===== config.mk =====
export PLATFORM = sky130hd
export DESIGN_NAME = uidot_ctrl
export DESIGN_NICKNAME = d
export VERILOG_FILES = /design/src/rtl/uidot_pkg.sv /design/src/rtl/uidot_ctrl.sv
export SDC_FILE = /design/constraint.sdc
export NUM_CORES = 1
export LEC_CHECK = 0
export BUFFER_PORTS_ARGS = -buffer_cell sky130_fd_sc_hd__clkbuf_2
export CORE_AREA = 2 2 39 41
export CTS_BUF_LIST = sky130_fd_sc_hd__clkbuf_4 sky130_fd_sc_hd__clkbuf_8
export CTS_CLUSTER_DIAMETER = 40
export DETAILED_ROUTE_END_ITERATION = 10
export DIE_AREA = 0 0 41 43
export PLACE_DENSITY_LB_ADDON = 0.05
export SYNTH_ARGS = -nofsm -noshare
export SYNTH_HDL_FRONTEND = slang
export SYNTH_SLANG_ARGS = --single-unit
export TNS_END_PERCENT = 1

===== constraint.sdc =====
create_clock -name aclk -period 1.85 [get_ports aclk]
set_clock_uncertainty 0.1 [all_clocks]
set_input_delay 0.2775 -clock aclk [delete_from_list [all_inputs] [get_ports aclk]]
set_output_delay 0.2775 -clock aclk [all_outputs]
set_load 0.02 [all_outputs]

===== src/rtl/uidot_pkg.sv =====
// Shared constants, types and helper functions of the unique-id order table.
package uidot_pkg;

    localparam int TABLE_DEPTH = 64;

    localparam int ID_W        = 32;
    localparam int QTY_W       = 24;
    localparam int OP_W        = 2;
    localparam int STATUS_W    = 2;
    localparam int COUNT_OUT_W = 7;
    localparam int SUM_OUT_W   = 30;

    localparam int CNT_W = $clog2(TABLE_DEPTH + 1);
    localparam int ACC_W = QTY_W + $clog2(TABLE_DEPTH);

    localparam int CNT_CMP_W = (CNT_W > COUNT_OUT_W) ? CNT_W : COUNT_OUT_W;
    localparam int SUM_CMP_W = (ACC_W > SUM_OUT_W) ? ACC_W : SUM_OUT_W;
    localparam int COUNT_MAX = 2 ** COUNT_OUT_W - 1;
    localparam int SUM_MAX   = 2 ** SUM_OUT_W - 1;

    // stream payload layout
    localparam int S_TDATA_W = 2 * QTY_W + ID_W;
    localparam int M_TDATA_W = 72;
    localparam int M_PAD_W   = M_TDATA_W - COUNT_OUT_W - 2 * SUM_OUT_W;

    typedef logic [OP_W-1:0] op_t;
    localparam op_t OP_ADD    = 2'd0;
    localparam op_t OP_DELETE = 2'd1;
    localparam op_t OP_CLEAR  = 2'd2;

    typedef logic [STATUS_W-1:0] status_t;
    localparam status_t STS_DONE      = 2'd0;
    localparam status_t STS_DUPLICATE = 2'd1;
    localparam status_t STS_NOT_FOUND = 2'd2;
    localparam status_t STS_FULL      = 2'd3;

    // controller to datapath
    typedef struct packed {
        logic    capture;
        logic    compare;
        logic    commit;
        logic    append;
        logic    remove;
        logic    clear;
        status_t status;
    } cmd_t;

    // datapath to controller
    typedef struct packed {
        op_t  op;
        logic hit;
        logic full;
    } sts_t;

    // all bits at and above the single set bit of a one-hot vector
    function automatic logic [TABLE_DEPTH-1:0] prefix_or(input logic [TABLE_DEPTH-1:0] v);
        logic [TABLE_DEPTH-1:0] r;
        r = v;
        for (int s = 1; s < TABLE_DEPTH; s = s * 2) begin
            r = r | (r << s);
        end
        return r;
    endfunction

    function automatic logic [COUNT_OUT_W-1:0] sat_count(input logic [CNT_W-1:0] c);
        if (CNT_CMP_W'(c) > CNT_CMP_W'(COUNT_MAX)) begin
            return COUNT_OUT_W'(COUNT_MAX);
        end
        return COUNT_OUT_W'(c);
    endfunction

    function automatic logic [SUM_OUT_W-1:0] sat_sum(input logic [ACC_W-1:0] a);
        if (SUM_CMP_W'(a) > SUM_CMP_W'(SUM_MAX)) begin
            return SUM_OUT_W'(SUM_MAX);
        end
        return SUM_OUT_W'(a);
    endfunction

endpackage


===== src/rtl/uidot_ctrl.sv =====
// Sequencing state machine of the order table: capture, compare, commit.
module uidot_ctrl (
    input  logic              aclk,
    input  logic              aresetn,
    input  logic              s_tvalid,
    output logic              s_tready,
    output logic              m_tvalid,
    input  logic              m_tready,
    output uidot_pkg::cmd_t   cmd,
    input  uidot_pkg::sts_t   sts
);

    typedef enum logic [2:0] {
        ST_IDLE   = 3'b001,
        ST_MATCH  = 3'b010,
        ST_COMMIT = 3'b100
    } state_t;

    state_t state_reg, state_next;
    logic   out_valid_reg, out_valid_next;

    always_comb begin
        state_next     = state_reg;
        out_valid_next = out_valid_reg && !m_tready;
        cmd            = '0;
        cmd.status     = uidot_pkg::STS_DONE;
        case (state_reg)
            ST_IDLE: begin
                if (s_tvalid) begin
                    cmd.capture = 1'b1;
                    state_next  = ST_MATCH;
                end
            end
            ST_MATCH: begin
                cmd.compare = 1'b1;
                state_next  = ST_COMMIT;
            end
            ST_COMMIT: begin
                // wait here while the previous result is still unclaimed
                if (!out_valid_reg || m_tready) begin
                    cmd.commit     = 1'b1;
                    out_valid_next = 1'b1;
                    state_next     = ST_IDLE;
                    case (sts.op)
                        uidot_pkg::OP_ADD: begin
                            if (sts.hit) begin
                                cmd.status = uidot_pkg::STS_DUPLICATE;
                            end else if (sts.full) begin
                                cmd.status = uidot_pkg::STS_FULL;
                            end else begin
                                cmd.append = 1'b1;
                            end
                        end
                        uidot_pkg::OP_DELETE: begin
                            if (sts.hit) begin
                                cmd.remove = 1'b1;
                            end else begin
                                cmd.status = uidot_pkg::STS_NOT_FOUND;
                            end
                        end
                        uidot_pkg::OP_CLEAR: begin
                            cmd.clear = 1'b1;
                        end
                        default: begin
                            // unused code: report state unchanged
                        end
                    endcase
                end
            end
            default: begin
                state_next = ST_IDLE;
            end
        endcase
    end

    always_ff @(posedge aclk) begin
        if (!aresetn) begin
            state_reg     <= ST_IDLE;
            out_valid_reg <= 1'b0;
        end else begin
            state_reg     <= state_next;
            out_valid_reg <= out_valid_next;
        end
    end

    assign s_tready = (state_reg == ST_IDLE);
    assign m_tvalid = out_valid_reg;

endmodule


==> summary.txt, run 1 <==
Run status
  • Failing checks: negative setup slack
  • Status: finished with violations

GRT
  • Largest net degree at the start of global routing: 6
  • Vias in the first global route: 245
  • First-pass GRT wire length: 993 um
  • Grt ovf: 0
  • GRT Overall Usage: under 10%
  • Antenna violations before repair: 0

Floorplan
  • Core area: 1380 um2
  • Die area: 1760 um2
  • Row cnt: 14
  • Initial Util: approximately 18%
  • I/O pin cnt: 18
  • Die W: 41 um
  • Die outline height: 43 um

Drt
  • First-pass iteration count of the detailed router: 3
  • Routed wire length per instance: 10.1 um
  • Initial DRC count: 2
  • Final wirelength: 694 um
  • Drc violations: 0
  • Remaining antenna violation count after routing: 0
  • Drt via density: 4.29
  • Routed via count: ~300

Yosys
  • Leading post-synthesis cells by cell area: dfxtp_1, nor3_2, nor2_1
  • #FFs+latches synth: 4
  • Warnings from Yosys: 0
  • Syn Std Cell Area: 246 um2
  • Post-Syn Area per Cell: 8.50 um2
  • Largest area contributor in the netlist: dfxtp_1
  • Sequential-to-total area share from yosys stat: 32.5%
  • Yosys top cell area share: 32.5%
  • Mapped Nets: 37
  • Cells after synthesis: 29
  • Post-synthesis cell type count: 18

Place
  • Pre-CTS setup slack: 41.0 ps
  • HPWL after DPL: 578 um
  • Port bufs: 17
  • Routability Congestion: 0.633

Clock tree
  • Clock Pin Slew Worst Setup and Hold Paths: 40 ps
  • CTS tree: yes
  • Clock Path Buffers: 2
  • Worst skew pair latency: 230 ps
  • CTS buffer count: 3
  • H-tree lvl count: 1
  • Sink Count: 4
  • CTS root buf: clkbuf_4
  • Post-CTS Setup Bufs: 0

STA
  • Unrepaired setup endpoints after global routing: true
  • Max-slew violation count: 0
  • Final setup violation count: 5
  • Hold Fails Final Rpt: 0
  • Worst-Margin Slew: ~310 ps
  • Fin crit period: ~2000 ps
  • Fin worst setup slack: -157 ps
  • Fmax: 0.498 GHz
  • Max-slew headroom: 79.4%
  • Final period utilization: 108%

Power and ir drop
  • Pwr dens: 562 nW/um2
  • Power Total: 0.245 mW
  • Worst VDD drop: 0.241 mV
  • Pleak: 0.207 nW

Critical path
  • Crit Path Class: flip-flop to primary output
  • Crit path buf inv count: 1
  • CP max stage cell: or3b_4
  • Crit path max fanout: 4
  • CP Data Arrival Time: approximately 1600 ps
  • Worst path cell trace: or3b_4 > or3_4 > nor4_4 > buf_4
  • CP Data Required Time: 1470 ps
  • Crit path launch type: flip-flop
  • CP delay by family, top: simple AND/OR/NAND/NOR gates
  • CP max stage delay: between 300 and 400 ps
  • Crit path capture type: primary output

Cells and area
  • Final net count: 63
  • Multi-input gate area: 178 um2
  • FF+latch area: 83.8 um2
  • Number of flip-flops in the largest register: 3
  • Share of cells above drive strength 1: 60.4%
  • Diodes inserted: 0
  • Filler instances: between 150 and 200
  • Layout area overhead: 77.2%

Worst hold path
  • Worst min-delay path category: primary input to flip-flop

Flow run
  • Max_cap viols: 0
[report_power, final]
group | switching, mW | internal (mW) | leakage [nW]
clock | 0.0363 | 0.0726 | 0.0138
sequential | 0.00277 | 0.0909 | 0.0332
combinational | 0.0249 | 0.0177 | 0.160
[cells in the mapped netlist]
cell / count
a21oi_1: 1
and2_1: 1
dfxtp_1: 4
inv_1: 1
nand2_1: 2
nand2b_1: 2
nand3b_1: 1
nor2_1: 5
nor2b_1: 1
nor3_1: 1
nor3_2: 2
nor3b_1: 2
nor4_2: 1
nor4b_1: 1
o21a_1: 1
o31ai_1: 1
or3_4: 1
or3b_4: 1
[timing repair]
action	in CTS	in global routing
setup endpoints to repair	5	5
pin swaps	0	2
resized for setup	5	8
hold buffers	0	0
[placed cells by master, fill, tap and decap left out, types with 2 or more instances in the layout]
cell type / instances
clkbuf_4: 4
clkbuf_2: 12
dfxtp_2: 3
nor2_1: 5
nand2_1: 2
nor3b_1: 2
nand2b_1: 2
buf_4: 6
[cell families after synthesis]
kind of cell           Yosys count  share of synthesized area, %
buffers and inverters            1                          1.52
flip-flops                       4                          32.5
AND/OR/NAND/NOR                 21                          57.9
AO/OA/AOI/OAI                    3                          8.12
[per-layer routing]
layer	vias up	wire, um	GRT usage, %
li1	150	-	-
met1	128	322	11.9
met2	18	280	10.6
met3	0	91	1.57
met4	0	0	10.0
met5	-	0	0
[worst paths after layout]
path / start / end / slack (ps) / cells past startpoint
worst max-delay path: state_reg[1]$_SDFFE_PN0P_ / cmd[4] / -160 / 4
worst min-delay path: aresetn / state_reg[0]$_SDFFE_PN1P_ / 150 / 2
worst max register to register: state_reg[1]$_SDFFE_PN0P_ / state_reg[0]$_SDFFE_PN1P_ / 460 / 4
worst min register to register: state_reg[0]$_SDFFE_PN1P_ / state_reg[2]$_SDFFE_PN0P_ / 430 / 2
[metrics by stage]
step	hold slack, ps	area (um2)	utilization, %	TNS [ps]	instances
detailed placement	393	390	28.2	0	66
CTS	144	423	30.6	-863	69
global placement	401	390	28.2	0	66
global route	156	437	31.6	-869	69
finish	149	437	31.6	-589	69
floorplan	249	255	-	-25.6	29
[cell type report]
| cell class | instances | share of cell area [%] |
|---|---|---|
| Inverter | 1 | 0.860 |
| Sequential cell | 4 | 19.2 |
| Multi-Input combinational cell | 24 | 40.7 |
| Clock buffer | 3 | 5.16 |
| Timing Repair Buffer | 21 | 29.5 |
| Tap cell | 16 | 4.58 |
No activity file was read; power rests on OpenSTA's default activity.
==> run 2, diff against run 1 <==
CELL_PAD_IN_SITES_DETAIL_PLACEMENT = 0   (was default)
CELL_PAD_IN_SITES_GLOBAL_PLACEMENT = 1   (was default)
GPL_ROUTABILITY_DRIVEN = 0   (was default)
==> run 2 against run 1 <==
  * The flow still finishes with violations (negative setup slack)
  * Sequential cell count stayed put
  * Non-clock buffer count is 1 higher
  * Design area is 0.86% higher
  * Worst setup slack better by 15 ps
  * Die area stayed put
  * Routed wire length is 3.9% lower
  * Largest cell class unchanged
==> summary.txt, run 2 (same netlist as run 1, synthesis figures left out) <==
GRT
  • First-pass GRT wire length: 931 um
  • GRT busiest layer: met2
  • Antenna violations before repair: 0
  • Largest net degree at the start of global routing: 6
  • GRT Overall Usage: 8.22%
  • Vias in the first global route: approximately 240
  • GR Layer Usage met1: between 10% and 20%
  • Met3 Use GR: approximately 1.6%
  • M2 GR Usage: 10.9%
  • Grt ovf: 0

STA
  • Max-slew violation count: 0
  • Unrepaired setup endpoints after global routing: true
  • Fmax: 0.502 GHz
  • Hold Fails Final Rpt: 0
  • Fin worst setup slack: -142 ps
  • Setup TNS Final: -486 ps
  • Final period utilization: 108%
  • Fin crit period: 1990 ps
  • WHS: around 150 ps
  • Worst-Margin Slew: 317 ps
  • Final setup violation count: 4
  • Max-slew headroom: 78.7%

Critical path
  • CP max stage delay: ~400 ps
  • Crit Path Class: flip-flop to primary output
  • CP max stage cell: or3b_4
  • CP Data Arrival Time: 1610 ps
  • Crit path max fanout: 4
  • Crit path launch type: flip-flop
  • Worst R2R Setup Slack: 470 ps
  • Worst path cell trace: or3b_4 > or3_4 > nor3_2 > buf_4
  • Crit path capture type: primary output
  • CP Data Required Time: 1470 ps

Cells and area
  • Layout area overhead: 78.7%
  • Final net count: 64
  • Multi-input gate area: 178 um2
  • Most frequent cells in the layout: clkbuf_2, buf_4, nor2_1
  • FF+latch area: 81.3 um2
  • Share of cells above drive strength 1: about 59%
  • Leading cell type in the layout, fill and taps excluded: clkbuf_2
  • Diodes inserted: 0
  • Number of flip-flops in the largest register: 3
  • Filler instances: 159

Flow run
  • Max_cap viols: 0

Floorplan
  • Die area: 1760 um2
  • Row cnt: 14
  • Core area: 1380 um2
  • Die outline height: between 40 and 50 um
  • Die W: 41 um
  • I/O pin cnt: 18
  • Initial Util: 17.8%

Clock tree
  • CTS root buf: clkbuf_4
  • Worst skew pair latency: 230 ps
  • Clock Pin Slew Worst Setup and Hold Paths: 40 ps
  • Sink Count: 4
  • Cts-stage hold buffer count: 0
  • CTS buffer count: 3
  • Clock Path Buffers: 2
  • H-tree lvl count: 1
  • CTS tree: yes

Worst hold path
  • Worst min-delay path category: primary input to flip-flop

Drt
  • First-pass iteration count of the detailed router: 3
  • Drc violations: 0
  • Routed via count: 291
  • Routed wire length per instance: between 9 and 10 um
  • Remaining antenna violation count after routing: 0
  • Drt via density: ~4.2
  • Final wirelength: 667 um
  • Initial DRC count: 4

Power and ir drop
  • Pwr dens: 552 nW/um2
  • Worst VDD drop: ~0.18 mV
  • Pleak: 0.209 nW

Place
  • Port bufs: 17
  • HPWL after DPL: ~580 um

Run status
  • Failing checks: negative setup slack
  • Status: finished with violations
## run 2: area by class of cell
cell class                      instances  area share (%)
Tap cell                               16            4.55
Sequential cell                         4            18.5
Timing Repair Buffer                   22            30.7
Inverter                                1           0.852
Multi-Input combinational cell         24            40.3
Clock buffer                            3            5.11
## run 2: final timing paths
check                             from                        end  depth (start not counted)
max          state_reg[1]$_SDFFE_PN0P_                     cmd[0]                          4
min                            aresetn  state_reg[0]$_SDFFE_PN1P_                          2
max reg2reg  state_reg[1]$_SDFFE_PN0P_  state_reg[0]$_SDFFE_PN1P_                          4
min reg2reg  state_reg[2]$_SDFFE_PN0P_  state_reg[2]$_SDFFE_PN0P_                          3
## run 2: per-layer routing
layer  share of wire, %  vias to the layer above
met3                 11                        2
met1                 43                      120
met5                  0                        -
met2                 44                       17
met4                2.1                        0
li1                   -                      152
## run 2: through the flow
stage / power (mW) / utilization [%] / cells / setup slack, ps / cell area [um2]
after CTS: 0.252 / 31.0 / 70 / -194 / 429
final: 0.243 / 31.8 / 70 / -142 / 440
after detailed placement: 0.139 / 28.8 / 67 / 59.8 / 398
after global routing: 0.255 / 31.8 / 70 / -190 / 440
after global placement: 0.138 / 28.8 / 67 / 74.2 / 398
after floorplan: 0.113 / - / 29 / -25.6 / 255
## run 2: what timing repair did
action / CTS / global route
setup buffers: 0 / 0
pin swaps: 1 / 0
resized for setup: 4 / 8
endpoints found under the setup margin: 5 / 5
## run 2: power by group
part	internal (mW)	leakage, nW	switching [mW]
sequential	0.0903	0.0332	0.00169
combinational	0.0196	0.162	0.0258
clock	0.0724	0.0138	0.0333
## run 2: critical path, delay by kind of cell, from the launching register on
family	cells	cell delay (ps)
buf+inv	1	160
flops	1	300
simple gates	3	930
==> run 3, diff against run 2 <==
SKIP_CTS_REPAIR_TIMING = 1   (was default)
==> run 3 against run 2 <==
  * The flow still finishes with violations (negative setup slack)
  * Sequential cell count did not move
  * Routed wire length rose by 0.30%
  * Combinational power barely moved
  * Design area fell by 0.28%
  * Worst setup slack got worse by 3.4 ps
  * First-iteration DRC count did not move
  * Global-route usage did not move
  * Sequential share of layout area fell by 0.23 points
  * Worst hold slack barely moved
  * Via count rose by 0.34%
  * Total power barely moved
  * Non-clock buffer count did not move
  * Critical endpoint unchanged
  * Highest routed layer unchanged
==> summary.txt, run 3 (same netlist as run 1, synthesis figures left out) <==
Critical path
  • Crit path max fanout: 4
  • Crit Path Class: flip-flop to primary output
  • R2R depth: 4
  • Crit path launch type: flip-flop
  • CP Data Required Time: between 1000 and 1500 ps
  • Crit path capture type: primary output
  • CP Data Arrival Time: between 1500 and 2000 ps

Drt
  • First-pass iteration count of the detailed router: 3
  • Routed via count: 292
  • Drc violations: 0
  • Drt via density: 4.17
  • Remaining antenna violation count after routing: 0
  • Initial DRC count: 4
  • Routed wire length per instance: ~9.6 um
  • Final wirelength: 669 um

GRT
  • GRT Overall Usage: under 10%
  • First-pass GRT wire length: 931 um
  • Vias in the first global route: 244
  • Grt ovf: 0
  • Antenna violations before repair: 0
  • Largest net degree at the start of global routing: 6

STA
  • WHS: 148 ps
  • Max-slew headroom: between 70 and 80%
  • Fmax: 0.501 GHz
  • Hold Fails Final Rpt: 0
  • Unrepaired setup endpoints after global routing: true
  • Final setup violation count: 4
  • Fin crit period: 2000 ps
  • Final period utilization: 108%
  • Max-slew violation count: 0
  • Fin worst setup slack: -146 ps
  • Worst-Margin Slew: 317 ps

Place
  • Post-placement cell count: 67
  • Port bufs: 17
  • HPWL after DPL: between 500 and 600 um

Clock tree
  • CTS tree: yes
  • CTS buffer count: 3
  • Clock Path Buffers: 2
  • CTS root buf: clkbuf_4
  • Worst skew pair latency: 230 ps
  • Sink Count: 4
  • Clock Pin Slew Worst Setup and Hold Paths: 40 ps
  • H-tree lvl count: 1

Run status
  • Status: finished with violations
  • Failing checks: negative setup slack

Floorplan
  • Die area: between 1500 and 2000 um2
  • Initial Util: 17.8%
  • I/O pin cnt: 18
  • Core area: 1380 um2
  • Row cnt: 14
  • Die outline height: 43 um
  • Die W: 41 um

Power and ir drop
  • Worst VDD drop: 0.182 mV
  • Pwr dens: 553 nW/um2
  • Pleak: slightly above 0.2 nW

Cells and area
  • Final net count: 64
  • Non-Filler Instances: 70
  • Final Util: 31.7%
  • Share of cells above drive strength 1: 57.4%
  • Filler instances: 159
  • Leading cell type in the layout, fill and taps excluded: clkbuf_2
  • Layout area overhead: 78.2%
  • Number of flip-flops in the largest register: 3
  • Diodes inserted: 0
  • Most frequent cells in the layout: clkbuf_2, buf_4, nor2_1

Flow run
  • Max_cap viols: 0

Worst hold path
  • Worst min-delay path category: primary input to flip-flop
  • Worst Hold Depth: 2
==> run 3: cell counts in the layout (fill, tap and decap cells not counted) <==
Identical to the previous run, type by type.
==> run 3: area by class of cell <==
type	instances	area (um2)	area share, %
Multi-Input combinational cell	24	178	40.5
Timing Repair Buffer	22	135	30.8
Sequential cell	4	80.1	18.2
Clock buffer	3	22.5	5.13
Tap cell	16	20.0	4.56
Inverter	1	3.75	0.855
==> run 3: path summary, 6_finish.rpt <==
kind                                                start                   endpoint  slack (ps)
worst min-delay path                              aresetn  state_reg[0]$_SDFFE_PN1P_         150
worst min register to register  state_reg[2]$_SDFFE_PN0P_  state_reg[2]$_SDFFE_PN0P_         510
worst max-delay path            state_reg[2]$_SDFFE_PN0P_                     cmd[0]        -150
worst max register to register  state_reg[2]$_SDFFE_PN0P_  state_reg[0]$_SDFFE_PN1P_         470
==> run 3: power by group <==
part / switching (mW) / leakage, nW / internal [mW] / total [mW]
Clock: 0.0332 / 0.0138 / 0.0723 / 0.106
Sequential: 0.00170 / 0.0327 / 0.0903 / 0.0920
Combinational: 0.0258 / 0.161 / 0.0196 / 0.0455
==> run 3: worst max-delay path: stages, from the launching register on <==
cell,delay [ps]
dfxtp_1,310
or3b_4,380
or3_4,380
nor3_2,160
buf_4,160
==> run 3: stage by stage <==
step	TNS [ps]	cell area, um2	power, mW	setup WS [ps]
after floorplan	-25.6	255	0.113	-25.6
after global placement	0	398	0.138	74.2
after detailed placement	0	398	0.139	59.8
after CTS	-809	420	0.251	-197
after global routing	-799	439	0.255	-190
final	-518	439	0.243	-146
==> run 3: per-layer routing <==
metal,track usage (%),share of wire (%)
met5,0,0
met4,8.00,2.1
met3,1.57,11
met2,10.9,44
met1,10.3,43
